<file path="src/hdl/global_edf_multiprocessor_scheduler_top_assert.svh">
// ----------------------------------------------------------------------------
// EDF scheduler assertion macros
// Concurrent assertion wrappers, clocked on clk_i, disabled in reset.
// ----------------------------------------------------------------------------
`ifndef GLOBAL_EDF_MULTIPROCESSOR_SCHEDULER_TOP_ASSERT_SVH
`define GLOBAL_EDF_MULTIPROCESSOR_SCHEDULER_TOP_ASSERT_SVH

`ifndef NO_ASSERTIONS

`define EDF_ASSERT(label, cond, msg) \
  label: assert property (@(posedge clk_i) disable iff (!rst_ni) (cond)) else $error(msg);

`define EDF_ASSERT_IMPL(label, ante, cons, msg) \
  label: assert property (@(posedge clk_i) disable iff (!rst_ni) (ante) |-> (cons)) \
    else $error(msg);

`else

`define EDF_ASSERT(label, cond, msg)

`define EDF_ASSERT_IMPL(label, ante, cons, msg)

`endif

`endif

</file>
<file path="src/hdl/edf_pkg.sv">
// ----------------------------------------------------------------------------
// EDF scheduler package
// Shared constants, types and the candidate ordering function.
// ----------------------------------------------------------------------------
`timescale 1ns / 1ps

package edf_pkg;

  localparam int NUM_CPUS  = 3;
  localparam int MAX_JOBS  = 16;
  localparam int TIME_W    = 16;
  localparam int CPU_W     = 2;
  localparam int SLOT_W    = $clog2(MAX_JOBS);
  localparam int CNT_W     = $clog2(MAX_JOBS + 1);
  localparam int SCAN_LEN  = MAX_JOBS + NUM_CPUS - 1;
  localparam int SCAN_W    = $clog2(SCAN_LEN);
  localparam int IN_W      = 56;
  localparam int OUT_W     = 32;

  localparam logic [TIME_W-1:0] LIMIT_RST = 16'd200;

  localparam logic FUNC_LOAD = 1'b0;
  localparam logic FUNC_TICK = 1'b1;

  typedef struct packed {
    logic              vld;
    logic [TIME_W-1:0] dl;
    logic [SLOT_W-1:0] slot;
    logic [TIME_W-1:0] rem;
  } cand_t;

  typedef struct packed {
    logic clear;
    logic insert;
    logic shift;
  } cell_ctl_t;

  typedef struct packed {
    logic              en;
    logic [SLOT_W-1:0] slot;
    logic [TIME_W-1:0] rel;
    logic [TIME_W-1:0] dl;
    logic [TIME_W-1:0] work;
  } load_t;

  typedef struct packed {
    logic              en;
    logic [SLOT_W-1:0] slot;
    logic [TIME_W-1:0] rem;
  } upd_t;

  // earlier deadline wins, equal deadline goes to the lower slot
  function automatic logic better(input cand_t a, input cand_t b);
    logic res;
    res = a.vld && (!b.vld || ({a.dl, a.slot} < {b.dl, b.slot}));
    return res;
  endfunction

endpackage

</file>
<file path="src/hdl/edf_cell.sv">
// ----------------------------------------------------------------------------
// EDF sort cell
// Keeps the best candidate seen, forwards the loser to the next cell;
// shifts toward cell 0 while results are drained.
// ----------------------------------------------------------------------------
`timescale 1ns / 1ps

module edf_cell (
  input  logic              clk_i,
  input  logic              rst_ni,
  input  edf_pkg::cell_ctl_t ctl_i,
  input  edf_pkg::cand_t    cand_i,
  input  edf_pkg::cand_t    shift_i,
  output edf_pkg::cand_t    held_o,
  output edf_pkg::cand_t    fwd_o
);
  import edf_pkg::*;

  cand_t held_q, held_d;
  cand_t fwd_q, fwd_d;

  always_comb begin
    held_d = held_q;
    fwd_d  = fwd_q;
    if (ctl_i.clear) begin
      held_d = '0;
      fwd_d  = '0;
    end else if (ctl_i.insert) begin
      if (better(cand_i, held_q)) begin
        held_d = cand_i;
        fwd_d  = held_q;
      end else begin
        fwd_d  = cand_i;
      end
    end else if (ctl_i.shift) begin
      held_d = shift_i;
    end
  end

  always_ff @(posedge clk_i or negedge rst_ni) begin
    if (!rst_ni) begin
      held_q <= '0;
      fwd_q  <= '0;
    end else begin
      held_q <= held_d;
      fwd_q  <= fwd_d;
    end
  end

  assign held_o = held_q;
  assign fwd_o  = fwd_q;

endmodule

</file>
<file path="src/hdl/edf_job_table.sv">
// ----------------------------------------------------------------------------
// EDF job table
// Release, deadline and remaining work per slot, active flags and the
// count of unfinished jobs; one slot read per cycle for the scan.
// ----------------------------------------------------------------------------
`timescale 1ns / 1ps
`include "global_edf_multiprocessor_scheduler_top_assert.svh"

module edf_job_table (
  input  logic                        clk_i,
  input  logic                        rst_ni,
  input  edf_pkg::load_t              load_i,
  input  edf_pkg::upd_t               upd_i,
  input  logic                        rd_en_i,
  input  logic [edf_pkg::SLOT_W-1:0]  rd_idx_i,
  input  logic [edf_pkg::TIME_W-1:0]  time_i,
  output edf_pkg::cand_t              cand_o,
  output logic [edf_pkg::CNT_W-1:0]   unfinished_o
);
  import edf_pkg::*;

  logic [TIME_W-1:0]   rel_q [MAX_JOBS];
  logic [TIME_W-1:0]   dl_q  [MAX_JOBS];
  logic [TIME_W-1:0]   rem_q [MAX_JOBS];
  logic [MAX_JOBS-1:0] active_q, active_d;
  logic [CNT_W-1:0]    cnt_q, cnt_d;

  always_comb begin
    active_d = active_q;
    cnt_d    = cnt_q;
    if (load_i.en) begin
      active_d[load_i.slot] = (load_i.work != '0);
      cnt_d = cnt_q - CNT_W'(active_q[load_i.slot]) + CNT_W'(load_i.work != '0);
    end else if (upd_i.en && (upd_i.rem == '0)) begin
      active_d[upd_i.slot] = 1'b0;
      cnt_d = cnt_q - CNT_W'(1);
    end
  end

  always_ff @(posedge clk_i or negedge rst_ni) begin
    if (!rst_ni) begin
      active_q <= '0;
      cnt_q    <= '0;
    end else begin
      active_q <= active_d;
      cnt_q    <= cnt_d;
    end
  end

  always_ff @(posedge clk_i) begin
    if (load_i.en) begin
      rel_q[load_i.slot] <= load_i.rel;
      dl_q[load_i.slot]  <= load_i.dl;
      rem_q[load_i.slot] <= load_i.work;
    end else if (upd_i.en) begin
      rem_q[upd_i.slot]  <= upd_i.rem;
    end
  end

  always_comb begin
    cand_o.vld  = rd_en_i && active_q[rd_idx_i] && (rel_q[rd_idx_i] <= time_i);
    cand_o.dl   = dl_q[rd_idx_i];
    cand_o.slot = rd_idx_i;
    cand_o.rem  = rem_q[rd_idx_i];
  end

  assign unfinished_o = cnt_q;

  `EDF_ASSERT(cnt_matches_active, $countones(active_q) == int'(cnt_q), "unfinished count off")
  `EDF_ASSERT_IMPL(no_load_and_update, load_i.en, !upd_i.en, "load collides with update")

endmodule

</file>
<file path="src/hdl/global_edf_multiprocessor_scheduler_top.sv">
// Flow: a tick scans every table slot through the sort cells, then emits one result
// per cpu, holding while m_axis_tready is low. A halted tick emits one halted result;
// a load emits none. One item at a time; the scan is set by the single table read
// port visiting one slot per cycle.
// Reset: asynchronous, active low; clears the job table's active flags and count, time,
// counters and cells; time_limit returns to 200.
// ----------------------------------------------------------------------------
// Global EDF multiprocessor scheduler
// Loads jobs into a slot table and, per tick, picks the earliest-deadline
// ready jobs for each cpu through a chain of sort cells.
// ----------------------------------------------------------------------------
`timescale 1ns / 1ps
`include "global_edf_multiprocessor_scheduler_top_assert.svh"

module global_edf_multiprocessor_scheduler_top (
  input  logic                        clk_i,
  input  logic                        rst_ni,
  input  logic                        cfg_wr_en_i,
  input  logic [edf_pkg::TIME_W-1:0]  cfg_wr_data_i,   // time_limit
  input  logic                        s_axis_tvalid,
  output logic                        s_axis_tready,
  // job_slot[3:0], release_time[19:4], work_ticks[35:20], deadline_time[51:36]
  input  logic [edf_pkg::IN_W-1:0]    s_axis_tdata,
  input  logic                        s_axis_tuser,    // func
  output logic                        m_axis_tvalid,
  input  logic                        m_axis_tready,
  // cpu_index[1:0], job_index[5:2], cpu_idle[6], job_finished[7],
  // finish_time[23:8], deadline_met[24]
  output logic [edf_pkg::OUT_W-1:0]   m_axis_tdata,
  output logic                        m_axis_tuser,    // halted
  output logic                        m_axis_tlast     // last_result
);
  import edf_pkg::*;

  localparam logic [1:0] ST_IDLE = 2'd0;
  localparam logic [1:0] ST_SCAN = 2'd1;
  localparam logic [1:0] ST_EMIT = 2'd2;

  logic [1:0]        state_q, state_d;
  logic [SCAN_W-1:0] scan_q, scan_d;
  logic [CPU_W-1:0]  emit_q, emit_d;
  logic              halt_q, halt_d;
  logic [TIME_W-1:0] time_q, time_d;
  logic [TIME_W-1:0] limit_q;

  logic              out_vld_q, out_vld_d;
  logic [OUT_W-1:0]  out_data_q, out_data_d;
  logic              out_user_q, out_user_d;
  logic              out_last_q, out_last_d;

  logic              in_fire, step, running, last_cpu;
  logic [CNT_W-1:0]  unfinished;
  cand_t             tbl_cand, head;
  cand_t             held [NUM_CPUS];
  cand_t             fwd  [NUM_CPUS];
  cell_ctl_t         ctl;
  load_t             load;
  upd_t              upd;

  logic [TIME_W-1:0] ft, rem_dec;
  logic              fin, met;

  assign s_axis_tready = (state_q == ST_IDLE);
  assign in_fire       = s_axis_tvalid && s_axis_tready;
  assign running       = (unfinished != '0) && (time_q < limit_q);
  assign step          = (state_q == ST_EMIT) && (!out_vld_q || m_axis_tready);
  assign last_cpu      = (emit_q == CPU_W'(NUM_CPUS - 1));

  assign head    = held[0];
  assign rem_dec = head.rem - TIME_W'(1);
  assign fin     = head.vld && (head.rem == TIME_W'(1));
  assign ft      = time_q + TIME_W'(1);
  assign met     = fin && (ft <= head.dl);

  always_comb begin
    load.en   = in_fire && (s_axis_tuser == FUNC_LOAD);
    load.slot = s_axis_tdata[SLOT_W-1:0];
    load.rel  = s_axis_tdata[19:4];
    load.work = s_axis_tdata[35:20];
    load.dl   = s_axis_tdata[51:36];

    upd.en    = step && !halt_q && head.vld;
    upd.slot  = head.slot;
    upd.rem   = rem_dec;

    ctl.clear  = in_fire && (s_axis_tuser != FUNC_LOAD) && running;
    ctl.insert = (state_q == ST_SCAN);
    ctl.shift  = step && !halt_q;
  end

  edf_job_table u_table (
    .clk_i        (clk_i),
    .rst_ni       (rst_ni),
    .load_i       (load),
    .upd_i        (upd),
    .rd_en_i      ((state_q == ST_SCAN) && (scan_q < SCAN_W'(MAX_JOBS))),
    .rd_idx_i     (scan_q[SLOT_W-1:0]),
    .time_i       (time_q),
    .cand_o       (tbl_cand),
    .unfinished_o (unfinished)
  );

  for (genvar k = 0; k < NUM_CPUS; k++) begin : g_cell
    cand_t cin, sin;
    if (k == 0) begin : g_first
      assign cin = tbl_cand;
    end else begin : g_rest
      assign cin = fwd[k-1];
    end
    if (k == NUM_CPUS - 1) begin : g_end
      assign sin = '0;
    end else begin : g_mid
      assign sin = held[k+1];
    end
    edf_cell u_cell (
      .clk_i   (clk_i),
      .rst_ni  (rst_ni),
      .ctl_i   (ctl),
      .cand_i  (cin),
      .shift_i (sin),
      .held_o  (held[k]),
      .fwd_o   (fwd[k])
    );
  end

  always_comb begin
    state_d    = state_q;
    scan_d     = scan_q;
    emit_d     = emit_q;
    halt_d     = halt_q;
    time_d     = time_q;
    out_vld_d  = out_vld_q && !m_axis_tready;
    out_data_d = out_data_q;
    out_user_d = out_user_q;
    out_last_d = out_last_q;
    case (state_q)
      ST_IDLE: begin
        if (in_fire && (s_axis_tuser != FUNC_LOAD)) begin
          halt_d = !running;
          emit_d = '0;
          scan_d = '0;
          state_d = running ? ST_SCAN : ST_EMIT;
        end
      end
      ST_SCAN: begin
        scan_d = scan_q + SCAN_W'(1);
        if (scan_q == SCAN_W'(SCAN_LEN - 1)) begin
          state_d = ST_EMIT;
        end
      end
      ST_EMIT: begin
        if (step) begin
          out_vld_d = 1'b1;
          if (halt_q) begin
            out_data_d = '0;
            out_user_d = 1'b1;
            out_last_d = 1'b1;
            state_d    = ST_IDLE;
          end else begin
            out_data_d = {7'b0, met, (fin ? ft : TIME_W'(0)), fin, !head.vld,
                          (head.vld ? head.slot : SLOT_W'(0)), emit_q};
            out_user_d = 1'b0;
            out_last_d = last_cpu;
            if (last_cpu) begin
              time_d  = ft;
              state_d = ST_IDLE;
            end else begin
              emit_d = emit_q + CPU_W'(1);
            end
          end
        end
      end
      default: state_d = ST_IDLE;
    endcase
  end

  always_ff @(posedge clk_i or negedge rst_ni) begin
    if (!rst_ni) begin
      state_q   <= ST_IDLE;
      scan_q    <= '0;
      emit_q    <= '0;
      halt_q    <= 1'b0;
      time_q    <= '0;
      limit_q   <= LIMIT_RST;
      out_vld_q <= 1'b0;
    end else begin
      state_q   <= state_d;
      scan_q    <= scan_d;
      emit_q    <= emit_d;
      halt_q    <= halt_d;
      time_q    <= time_d;
      out_vld_q <= out_vld_d;
      if (cfg_wr_en_i) begin
        limit_q <= cfg_wr_data_i;
      end
    end
  end

  always_ff @(posedge clk_i) begin
    out_data_q <= out_data_d;
    out_user_q <= out_user_d;
    out_last_q <= out_last_d;
  end

  assign m_axis_tvalid = out_vld_q;
  assign m_axis_tdata  = out_data_q;
  assign m_axis_tuser  = out_user_q;
  assign m_axis_tlast  = out_last_q;

  `EDF_ASSERT_IMPL(time_moves_on_last, time_q != $past(time_q), m_axis_tvalid && m_axis_tlast && !m_axis_tuser, "time advanced without a closing result")
  `EDF_ASSERT_IMPL(halt_result_clean, m_axis_tvalid && m_axis_tuser, m_axis_tlast && (m_axis_tdata == '0), "halted result carries data")
  `EDF_ASSERT_IMPL(idle_cpu_no_finish, m_axis_tvalid && m_axis_tdata[6], !m_axis_tdata[7] && (m_axis_tdata[5:2] == '0), "idle cpu reports a job")

endmodule

</file>
<file path="config.mk">
export PLATFORM = sky130hd
export DESIGN_NAME = global_edf_multiprocessor_scheduler_top
export DESIGN_NICKNAME = d
export VERILOG_FILES = /design/src/hdl/edf_pkg.sv /design/src/hdl/edf_cell.sv /design/src/hdl/edf_job_table.sv /design/src/hdl/global_edf_multiprocessor_scheduler_top.sv
export VERILOG_INCLUDE_DIRS = /design/src /design/src/hdl
export SDC_FILE = /design/constraint.sdc
export NUM_CORES = 1
export LEC_CHECK = 0
export BUFFER_PORTS_ARGS = -buffer_cell sky130_fd_sc_hd__buf_2
export CORE_MARGIN = 2
export CORE_UTILIZATION = 35
export CTS_CLUSTER_SIZE = 25
export DETAILED_ROUTE_END_ITERATION = 8
export GPL_ROUTABILITY_DRIVEN = 0
export HOLD_SLACK_MARGIN = 0.12
export PLACE_DENSITY = 0.59
export SLEW_MARGIN = 20
export SYNTH_ARGS = -nofsm -noshare
export SYNTH_HDL_FRONTEND = slang
export SYNTH_SLANG_ARGS = --single-unit
</file>
<file path="constraint.sdc">
create_clock -name clk_i -period 6 [get_ports clk_i]
set_clock_uncertainty 0.05 [all_clocks]
set_input_delay 1.2 -clock clk_i [delete_from_list [all_inputs] [get_ports clk_i]]
set_output_delay 1.2 -clock clk_i [all_outputs]
set_load 0.1 [all_outputs]
</file>
==> impl_metrics.json, run 1 <==
{
  "cts_setup_buffers": 0,
  "drive_above_1_share": 0.229,
  "cts_tree": "yes",
  "totalWireLength_um": 107000,
  "synth_compound_area_frac": 0.0594,
  "cts_buffer_depth": 3,
  "ir_drop_uv": 223,
  "worstPathArrival_ns": 5.64,
  "initialDrtViolationCount": 2077,
  "clkSlewWorstSetupHoldPaths_ns": 0.06,
  "synth_seq_cells": 1044,
  "postCtsResizedCells": 0,
  "grt_remaining_overflow": 0,
  "rr_startpoint": "scan_q[0]",
  "clock_latency_ns": 0.74,
  "layout_common_cells": "edfxtp_1 (795), mux4_2 (250), dfrtp_1 (242)",
  "wire_per_inst_um": 23.1,
  "synth-simple-area-share": 0.0514,
  "synth-main-ff-cell": "edfxtp_1",
  "syn_inst": 2726,
  "port_buffers": 102,
  "hold_class": "reg2reg",
  "finalMaxSlewViolations": 0,
  "period_needed_ns": 5.08,
  "fmax_mhz": 197,
  "crit_type": "reg2reg",
  "endpoint": "g_cell[0].u_cell.held_o[3]",
  "relSlewSlack": 0.274,
  "core_area_sq_um": 127000,
  "clock-sinks": 1044,
  "synth_edf_count": 795,
  "ant_nets": 0,
  "cp_slowest_stage_delay_ns": 0.79,
  "synth_top_family_by_area": "multiplexers",
  "rsz0062_at_grt": "no",
  "die_h_um": 362,
  "async_flop_share": 0.239,
  "r2r_slack_ns": 0.92,
  "holdWs_ns": 0.428,
  "end_kind": "flip-flop",
  "die_w_um": 362,
  "synthDistinctLibCells": 64,
  "reg2reg_depth": 13,
  "cts_buffers": 108,
  "hold_viol": 0,
  "vias_per_cell": 5.27,
  "cts_max_level": 3,
  "dp_hpwl_um": 66100,
  "grt_max_degree": 103,
  "area_growth_pct": 14.5,
  "ys_warn_count": 0,
  "totalPowerFinal_w": 0.0235,
  "dr.pass1.iters": 5,
  "power_density_nw_per_um2": 457,
  "worstMarginPinSlew_ns": 1.09,
  "postCtsHoldBufs": 0,
  "gr-usage-all-layers": 0.164,
  "placementRows": 131,
  "die-area_sq_um": 131000,
  "io_pins": 114,
  "nets": 3080,
  "startpoint_type": "flip-flop",
  "min_period_over_period": 0.846,
  "worstPathMaxFanout": 29,
  "synth.cell_area_sq_um": 44800,
  "setup_violations": 0,
  "cp_cell_sequence": "buf_12 -> mux4_2 -> mux4_2 -> ha_1 -> o211ai_1 -> a2111o_1 -> o211ai_1 -> a21oi_1 -> buf_4 -> a21boi_4 -> mux2i_4 -> buf_4 -> mux2i_1",
  "antennaDiodeCount": 0,
  "muxShareOfSynthArea": 0.148,
  "via_count": 24400,
  "rr_endpoint": "g_cell[0].u_cell.held_o[3]",
  "cts-root-buf": "clkbuf_16",
  "status": "completed",
  "crit_path_start": "scan_q[0]",
  "max_cap_viol_count": 0,
  "total_leakage_power_nw": 18.1,
  "fin_tns_setup_ns": 0,
  "yosys.area_share.xor_xnor": 0.00938,
  "grt_pass1_vias": 24600,
  "cp_slowest_cell": "mux2i_4",
  "grt_pass1_wl_um": 162000,
  "drc_errors": 0,
  "crit_required_ns": 6.56,
  "final_core_util": 0.403,
  "antenna_found_initial": 16,
  "layout_commonest_cell": "edfxtp_1",
  "avgSynthCellArea_sq_um": 16.4,
  "ys_seq_area_frac": 0.672,
  "start_util": 0.352,
  "synthAdderAreaFrac": 0.0337
}
## layer usage
metal  vias to the layer above  wire length [um]  global-route usage
met1                     12700             48800               0.234
met5                         -               109                   0
met3                       151              4970              0.0260
met4                        18              2020              0.0416
met2                       586             51100               0.262
li1                      10900                 -                   -
## flip-flops by register name (all words and copies together) (netlist names)
name                  cells
m_axis_tdata             25
g_cell.u_cell.fwd_o      74
time_q                   16
u_table.active_q         16
emit_q                    2
halt_q                    1
state_q                   2
m_axis_tuser              1
m_axis_tlast              1
m_axis_tvalid             1
limit_q                  16
scan_q                    5
g_cell.u_cell.held_o    111
u_table.rel_q           256
u_table.unfinished_o      5
u_table.rem_q           256
u_table.dl_q            256
## synth_stat cells, drive strengths merged, types with 5 or more instances
master / n / area share
or3: 5 / 0.00070
nand2: 181 / 0.015
mux2i: 78 / 0.017
o211ai: 21 / 0.0035
and2: 27 / 0.0038
o21a: 6 / 0.0010
nor3: 45 / 0.0051
a31oi: 8 / 0.0011
a21boi: 18 / 0.0033
xnor2: 44 / 0.0086
mux4: 250 / 0.13
inv: 123 / 0.010
and3: 5 / 0.00070
dfrtp: 246 / 0.14
o31ai: 7 / 0.0012
a211oi: 5 / 0.00084
a21o: 15 / 0.0025
o22ai: 9 / 0.0013
buf: 68 / 0.0087
nor2b: 35 / 0.0049
nand4: 20 / 0.0028
a22o: 55 / 0.011
nor2: 103 / 0.0086
nand3: 35 / 0.0039
ha: 119 / 0.033
nor4: 11 / 0.0020
a2111oi: 5 / 0.0014
a21oi: 87 / 0.0097
clkbuf: 86 / 0.0072
nand2b: 10 / 0.0014
a221o: 33 / 0.0074
mux2: 21 / 0.0053
edfxtp: 795 / 0.53
o21ai: 112 / 0.013
## metrics by stage
stage / setup WS, ns / cells / area, sq um
after floorplan: 0.401 / 2732 / 44900
after global placement: 0.871 / 4433 / 47800
after detailed placement: 0.848 / 4434 / 47800
after CTS: 0.837 / 4638 / 51300
after global routing: 0.620 / 4638 / 51300
final: 0.925 / 4638 / 51300
## how the worst min path moves through the flow
stage | cells past startpoint | endpoint | start
6_report | 1 | u_table.unfinished_o[4] | u_table.unfinished_o[4]
5_1_grt | 1 | u_table.unfinished_o[4] | u_table.unfinished_o[4]
4_1_cts | 1 | u_table.unfinished_o[4] | u_table.unfinished_o[4]
3_3_place_gp | 1 | u_table.unfinished_o[4] | u_table.unfinished_o[4]
3_5_place_dp | 1 | u_table.unfinished_o[4] | u_table.unfinished_o[4]
2_1_floorplan | 0 | m_axis_tuser | halt_q
## power by group
| part | leakage, nW | total, W | switching, W | internal, W |
|---|---|---|---|---|
| Clock | 1.69 | 0.00653 | 0.00286 | 0.00366 |
| Combinational | 6.08 | 0.00752 | 0.00405 | 0.00347 |
| Sequential | 10.3 | 0.00942 | 0.000830 | 0.00859 |
| Total | 18.1 | 0.0235 | 0.00774 | 0.0157 |
## final cells by class
class                      count  area (sq um)
timing repair buffer         194          1380
fill                       11400         76000
sequential                  1044         30100
tap                         1662          2080
inverter                     123           462
clock inverter                56           482
clock buffer                 148          3010
multi-input combinational   1411         13800
## worst max-delay path, delay by kind of cell, from the launching register on
kind	cells	cell delay (ns)
multiplexers	4	2.15
adder cells (fa/ha/maj)	1	0.37
AO/OA/AOI/OAI	5	0.87
flip-flops	1	0.63
buffers and inverters	3	0.84
## logic make-up after synthesis
group	after synthesis
flops	1044
simple gates	491
compound gates	396
mux	349
buf+inv	277
fa+ha+maj	120
xor+xnor	48
other cells	1
No activity file was read; power rests on OpenSTA's default activity.
==> run 2, diff against run 1 <==
--- a/config.mk
+++ b/config.mk
@@ -13,7 +13,7 @@
 export DETAILED_ROUTE_END_ITERATION = 8
 export GPL_ROUTABILITY_DRIVEN = 0
 export HOLD_SLACK_MARGIN = 0.12
-export PLACE_DENSITY = 0.59
+export PLACE_DENSITY = 0.6
 export SLEW_MARGIN = 20
 export SYNTH_ARGS = -nofsm -noshare
 export SYNTH_HDL_FRONTEND = slang
==> constraint.sdc (replaced) <==
create_clock -name clk_i -period 4.5 [get_ports clk_i]
set_clock_uncertainty 0.05 [all_clocks]
set_input_delay 0.9 -clock clk_i [delete_from_list [all_inputs] [get_ports clk_i]]
set_output_delay 0.9 -clock clk_i [all_outputs]
set_load 0.1 [all_outputs]
==> run 2 against run 1 <==
Against the previous run: combinational power grew 46%; critical path depth up 2; clock power is 31% higher; largest power group unchanged; critical endpoint is now g_cell[0].u_cell.held_o[7]; sequential power rose by 32%; non-clock buffer count increased by 83; hold slack worse by 0.27 ns; die area unchanged; first-iteration DRC count fell by 1.9%; final area grew 2.0%; highest routed layer unchanged; sequential share of layout area decreased by 1.2 points.
==> impl_metrics.json, run 2 (same netlist as run 1, synthesis figures left out) <==
{
  "grt_max_degree": 118,
  "vias_per_cell": 5.24,
  "worstMarginPinSlew_ns": 0.993,
  "antenna_found_initial": 22,
  "startpoint_type": "flip-flop",
  "worstPathMaxFanout": 8,
  "rsz0062_at_grt": "yes",
  "max_cap_viol_count": 0,
  "via_count": 24700,
  "grt_pass1_wl_um": 162000,
  "dp_hpwl_um": 68300,
  "layout_setup_ws_ns": 0.135,
  "cts_tree": "yes",
  "fmax_mhz": 229,
  "rr_startpoint": "scan_q[0]",
  "cts_buffers": 106,
  "cts_buffer_depth": 3,
  "multi_input_area_sq_um": 13900,
  "hold_viol": 0,
  "core_area_sq_um": 127000,
  "fin_tns_setup_ns": 0,
  "placementRows": 131,
  "crit_required_ns": 5.05,
  "cts_max_level": 3,
  "area_growth_pct": 16.8,
  "ir_drop_uv": 354,
  "postCtsHoldBufs": 0,
  "period_needed_ns": 4.37,
  "swShare": 0.326,
  "wire_per_inst_um": 23.1,
  "holdWs_ns": 0.157,
  "die_h_um": 362,
  "crit_type": "reg2reg",
  "die-area_sq_um": 131000,
  "start_util": 0.352,
  "finalMaxSlewViolations": 0,
  "p_int_w": 0.0216,
  "end_kind": "flip-flop",
  "preCtsSetupSlack_ns": 0.0412,
  "clock_latency_ns": 0.73,
  "power_density_nw_per_um2": 612,
  "port_buffers": 102,
  "initialDrtViolationCount": 2037,
  "p_seq_frac": 0.388,
  "hold_class": "in2async",
  "clkSlewWorstSetupHoldPaths_ns": 0.06,
  "die_w_um": 362,
  "totalWireLength_um": 109000,
  "worstPathArrival_ns": 4.92,
  "p_switching_w": 0.0104,
  "drc_errors": 0,
  "status": "completed",
  "grt_remaining_overflow": 0,
  "drive_above_1_share": 0.252,
  "gr-usage-all-layers": 0.164,
  "rr_endpoint": "g_cell[0].u_cell.held_o[7]",
  "reg2reg_depth": 15,
  "reg_top3": "u_table.dl_q: 256 flops, u_table.rel_q: 256 flops, u_table.rem_q: 256 flops",
  "layout_common_cells": "edfxtp_1 (795), mux4_2 (250), dfrtp_1 (242)",
  "p_clk_frac": 0.268,
  "r2r_slack_ns": 0.13,
  "nets": 3161,
  "ant_nets": 0,
  "relSlewSlack": 0.336,
  "clock-sinks": 1044,
  "fillers": 11200,
  "p_comb_frac": 0.344,
  "layout_commonest_cell": "edfxtp_1",
  "grt_pass1_vias": 24700,
  "final-seq-area_sq_um": 30100,
  "setup_violations": 0,
  "cts-root-buf": "clkbuf_16",
  "totalPowerFinal_w": 0.0321,
  "io_pins": 114,
  "dr.pass1.iters": 5,
  "min_period_over_period": 0.970,
  "total_leakage_power_nw": 18.6
}
-- run 2: cell count changes in the layout (fill, tap and decap cells not counted), moves of 6 or more --
| cell | previous run | this run |
|---|---|---|
| ha_4 | 0 | 6 |
| buf_4 | 78 | 131 |
| clkbuf_1 | 29 | 35 |
| inv_6 | 0 | 6 |
| ha_1 | 119 | 113 |
| clkinv_1 | 19 | 13 |
| buf_12 | 13 | 32 |
-- run 2: area by class of cell --
class,instances,share of cell area
inverters,123,0.00881
clock buffers,149,0.0552
diodes,4,0.000191
multi-input cells,1411,0.266
flip-flops and latches,1044,0.575
repair buffers,277,0.0458
well taps,1662,0.0397
clock inverters,50,0.00915
-- run 2: repair_timing --
action / CTS / global route
pin swaps: 0 / 8
endpoints found under the setup margin: 2 / 69
setup buffers: 0 / 34
resized for setup: 1 / 23
gates cloned: 0 / 5
-- run 2: metal layers --
metal / vias up / part of all wire / track usage
met5: - / 0.0010 / 0
met1: 12800 / 0.44 / 0.226
met2: 583 / 0.49 / 0.269
met4: 18 / 0.020 / 0.0452
li1: 11100 / - / -
met3: 162 / 0.051 / 0.0280
-- run 2: power groups by stage --
| stage | clock network [W] | logic (W) | registers [W] |
|---|---|---|---|
| floorplan | 0 | 0.00753 | 0.0123 |
| CTS | 0.00877 | 0.0106 | 0.0124 |
| global route | 0.00913 | 0.0121 | 0.0126 |
| finish | 0.00858 | 0.0110 | 0.0124 |
| detailed placement | 0 | 0.0105 | 0.0126 |
| global placement | 0 | 0.0104 | 0.0126 |
-- run 2: worst max-delay path, stage by stage, from the launching register on --
cell	delay [ns]
dfrtp_4	0.55
buf_12	0.16
clkbuf_16	0.15
buf_12	0.13
mux4_2	0.43
mux4_2	0.51
ha_4	0.29
nand4_1	0.14
buf_4	0.17
a2111o_1	0.27
o211ai_1	0.15
a21oi_4	0.12
a21boi_4	0.19
mux2i_4	0.43
clkbuf_16	0.28
mux2i_1	0.19
-- run 2: worst max path at each step --
stage / cells past startpoint / end / from
6_report: 15 / g_cell[0].u_cell.held_o[7] / scan_q[0]
5_1_grt: 15 / g_cell[0].u_cell.held_o[5] / scan_q[0]
4_1_cts: 13 / g_cell[0].u_cell.fwd_o[7] / scan_q[0]
3_5_place_dp: 12 / g_cell[0].u_cell.fwd_o[28] / scan_q[0]
3_3_place_gp: 14 / g_cell[0].u_cell.fwd_o[29] / scan_q[0]
2_1_floorplan: 15 / g_cell[0].u_cell.held_o[16] / scan_q[0]
-- run 2: metrics by stage --
step / cell area (sq um) / util / cells
3_3_place_gp: 48500 / 0.380 / 4478
2_1_floorplan: 44900 / - / 2732
6_report: 52400 / 0.411 / 4720
4_1_cts: 51800 / 0.407 / 4677
5_1_grt: 52400 / 0.411 / 4717
3_5_place_dp: 48500 / 0.380 / 4478
==> run 3, diff against run 2 <==
--- a/config.mk
+++ b/config.mk
@@ -6,6 +6,7 @@
 export SDC_FILE = /design/constraint.sdc
 export NUM_CORES = 1
 export LEC_CHECK = 0
+export ABC_AREA = 1
 export BUFFER_PORTS_ARGS = -buffer_cell sky130_fd_sc_hd__buf_2
 export CORE_MARGIN = 2
 export CORE_UTILIZATION = 35
==> run 3 against run 2 <==
Against the previous run: clock power up 7.9%; sequential power fell by 3%; hold slack gained 0.17 ns; flip-flop and latch count did not move; sequential share of layout area fell by 2.8 points; non-clock buffer count down 51; register-to-register slack gained 0.22 ns; synthesized cell count up 84%; die area increased by 8.1%; final area grew 5.1%; clock-buffer cell count down 9; first-iteration DRC count up 64%.
==> impl_metrics.json, run 3 <==
{
  "cts_max_level": 3,
  "yosysTopAreaCell": "edfxtp_1",
  "fmax_mhz": 241,
  "relSlewSlack": 0.275,
  "rsz0062_at_grt": "no",
  "setup_violations": 0,
  "hold_class": "in2reg",
  "status": "completed",
  "startpoint_type": "flip-flop",
  "postCtsResizedCells": 0,
  "final-seq-area_sq_um": 30100,
  "power_density_nw_per_um2": 615,
  "synth_top_cell_area_share": 0.492,
  "muxShareOfSynthArea": 0.000439,
  "drive_above_1_share": 0.0882,
  "io_pins": 114,
  "nets": 5284,
  "fillers": 13300,
  "via_count": 35700,
  "initialDrtViolationCount": 3338,
  "core_area_sq_um": 137000,
  "synth_compound_area_frac": 0.0685,
  "layout_commonest_cell": "nand2_1",
  "synth-main-ff-cell": "edfxtp_1",
  "vias_per_cell": 5.12,
  "synth.cell_area_sq_um": 48500,
  "synth_edf_count": 795,
  "totalWireLength_um": 133000,
  "hold_viol": 0,
  "ant_nets": 0,
  "min_period_over_period": 0.920,
  "syn_inst": 5025,
  "cts_buffer_depth": 3,
  "synth_seq_cells": 1044,
  "crit_type": "reg2reg",
  "antenna_found_initial": 17,
  "synthDistinctLibCells": 50,
  "synth_common_cells": "nand2_1 (1450), edfxtp_1 (795), nor2_1 (507), nand3_1 (471), o21ai_0 (425)",
  "grt_pass1_vias": 33700,
  "ir_drop_uv": 368,
  "multi_input_area_sq_um": 15800,
  "synth-simple-area-share": 0.220,
  "finalMaxSlewViolations": 0,
  "wire_per_inst_um": 19.1,
  "dp_hpwl_um": 79500,
  "start_util": 0.353,
  "grt_pass1_wl_um": 204000,
  "cts-root-buf": "clkbuf_16",
  "placementRows": 136,
  "worstPathArrival_ns": 4.75,
  "clock-sinks": 1044,
  "grt_max_degree": 139,
  "grt_remaining_overflow": 0,
  "ys_warn_count": 0,
  "end_kind": "flip-flop",
  "worstPathMaxFanout": 51,
  "synth_most_common_cell": "nand2_1",
  "synth.area.top_cells": "edfxtp_1 (49%), dfrtp_1 (13%), nand2_1 (11%), nand3_1 (4.9%), o21ai_0 (4.4%)",
  "clock_latency_ns": 0.74,
  "period_needed_ns": 4.14,
  "fin_tns_setup_ns": 0,
  "cts_setup_buffers": 0,
  "clkSlewWorstSetupHoldPaths_ns": 0.06,
  "synthAdderAreaFrac": 0.0311,
  "ys_seq_area_frac": 0.621,
  "postCtsHoldBufs": 1,
  "dr.pass1.iters": 8,
  "cts_buffers": 110,
  "avgSynthCellArea_sq_um": 9.65,
  "gr-usage-all-layers": 0.186,
  "worstMarginPinSlew_ns": 1.08,
  "yosys.area_share.xor_xnor": 0.00253,
  "cts_tree": "yes",
  "die-area_sq_um": 142000,
  "port_buffers": 102,
  "area_growth_pct": 13.5,
  "die_w_um": 376,
  "layout_common_cells": "nand2_1 (1450), edfxtp_1 (795), nor2_1 (488)",
  "crit_required_ns": 5.11,
  "drc_errors": 0,
  "reg2reg_depth": 16,
  "max_cap_viol_count": 0,
  "async_flop_share": 0.239,
  "reg_top3": "u_table.dl_q: 256 flops, u_table.rel_q: 256 flops, u_table.rem_q: 256 flops",
  "total_leakage_power_nw": 22.2,
  "holdPathStages": 3,
  "synth_top_family_by_area": "simple AND/OR/NAND/NOR gates",
  "holdWs_ns": 0.324,
  "die_h_um": 376
}
run 3: layout make-up:
cell class                 instances  area share
sequential                      1044       0.547
multi-input combinational       3326       0.288
clock buffer                     140      0.0532
tap                             1794      0.0408
timing repair buffer             226      0.0310
inverter                         378      0.0261
clock inverter                    65      0.0141
antenna                            2   0.0000909
run 3: worst paths after layout:
kind	from	end	slack (ns)
worst max-delay path	scan_q[1]	g_cell[0].u_cell.held_o[10]	0.36
worst min-delay path	cfg_wr_data_i[10]	limit_q[10]	0.32
worst max register to register	scan_q[1]	g_cell[0].u_cell.held_o[10]	0.36
worst min register to register	g_cell[2].u_cell.held_o[3]	g_cell[2].u_cell.held_o[3]	0.42
max in group asynchronous	rst_ni	u_table.active_q[1]	2.69
min in group asynchronous	rst_ni	g_cell[0].u_cell.held_o[11]	0.70
run 3: cell families (layout without fill, tap and decap cells):
kind of cell,after synthesis,count (layout)
other cells,1,9
buf+inv,661,809
compound gates,614,614
fa+ha+maj,120,120
xor+xnor,14,14
simple gates,2569,2569
mux,2,2
flops,1044,1044
run 3: worst max-delay path: stages, from the launching register on:
cell      delay, ns
dfrtp_4        0.64
buf_4          0.61
o21ai_0        0.24
o221ai_1       0.23
nand3_1        0.09
nand3_1        0.16
ha_1           0.27
a21oi_1        0.15
o21ai_0        0.08
a21oi_1        0.13
nand2_1        0.07
nand2_1        0.19
nand3_4        0.26
nand2_2        0.15
buf_4          0.42
nand3_1        0.16
nand2_1        0.10
run 3: metrics by stage:
step | worst slack, ns | cell area (sq um) | total power [W] | cells | utilization
floorplan | 0.472 | 48500 | 0.0208 | 5031 | -
global placement | 0.438 | 51300 | 0.0245 | 6767 | 0.373
detailed placement | 0.368 | 51300 | 0.0247 | 6767 | 0.373
CTS | 0.307 | 55100 | 0.0340 | 6973 | 0.400
global route | 0.0678 | 55100 | 0.0360 | 6974 | 0.400
finish | 0.359 | 55100 | 0.0339 | 6975 | 0.400
run 3: per-layer routing:
metal,vias up,track usage,share of wire
li1,17000,-,-
met1,17300,0.264,0.45
met2,1141,0.294,0.46
met3,224,0.0328,0.070
met4,18,0.0523,0.025
met5,-,0,0.00076
run 3: power breakdown:
group | internal [W] | switching, W
clock | 0.00537 | 0.00389
combinational | 0.00364 | 0.00900
sequential | 0.0113 | 0.000688
total | 0.0203 | 0.0136
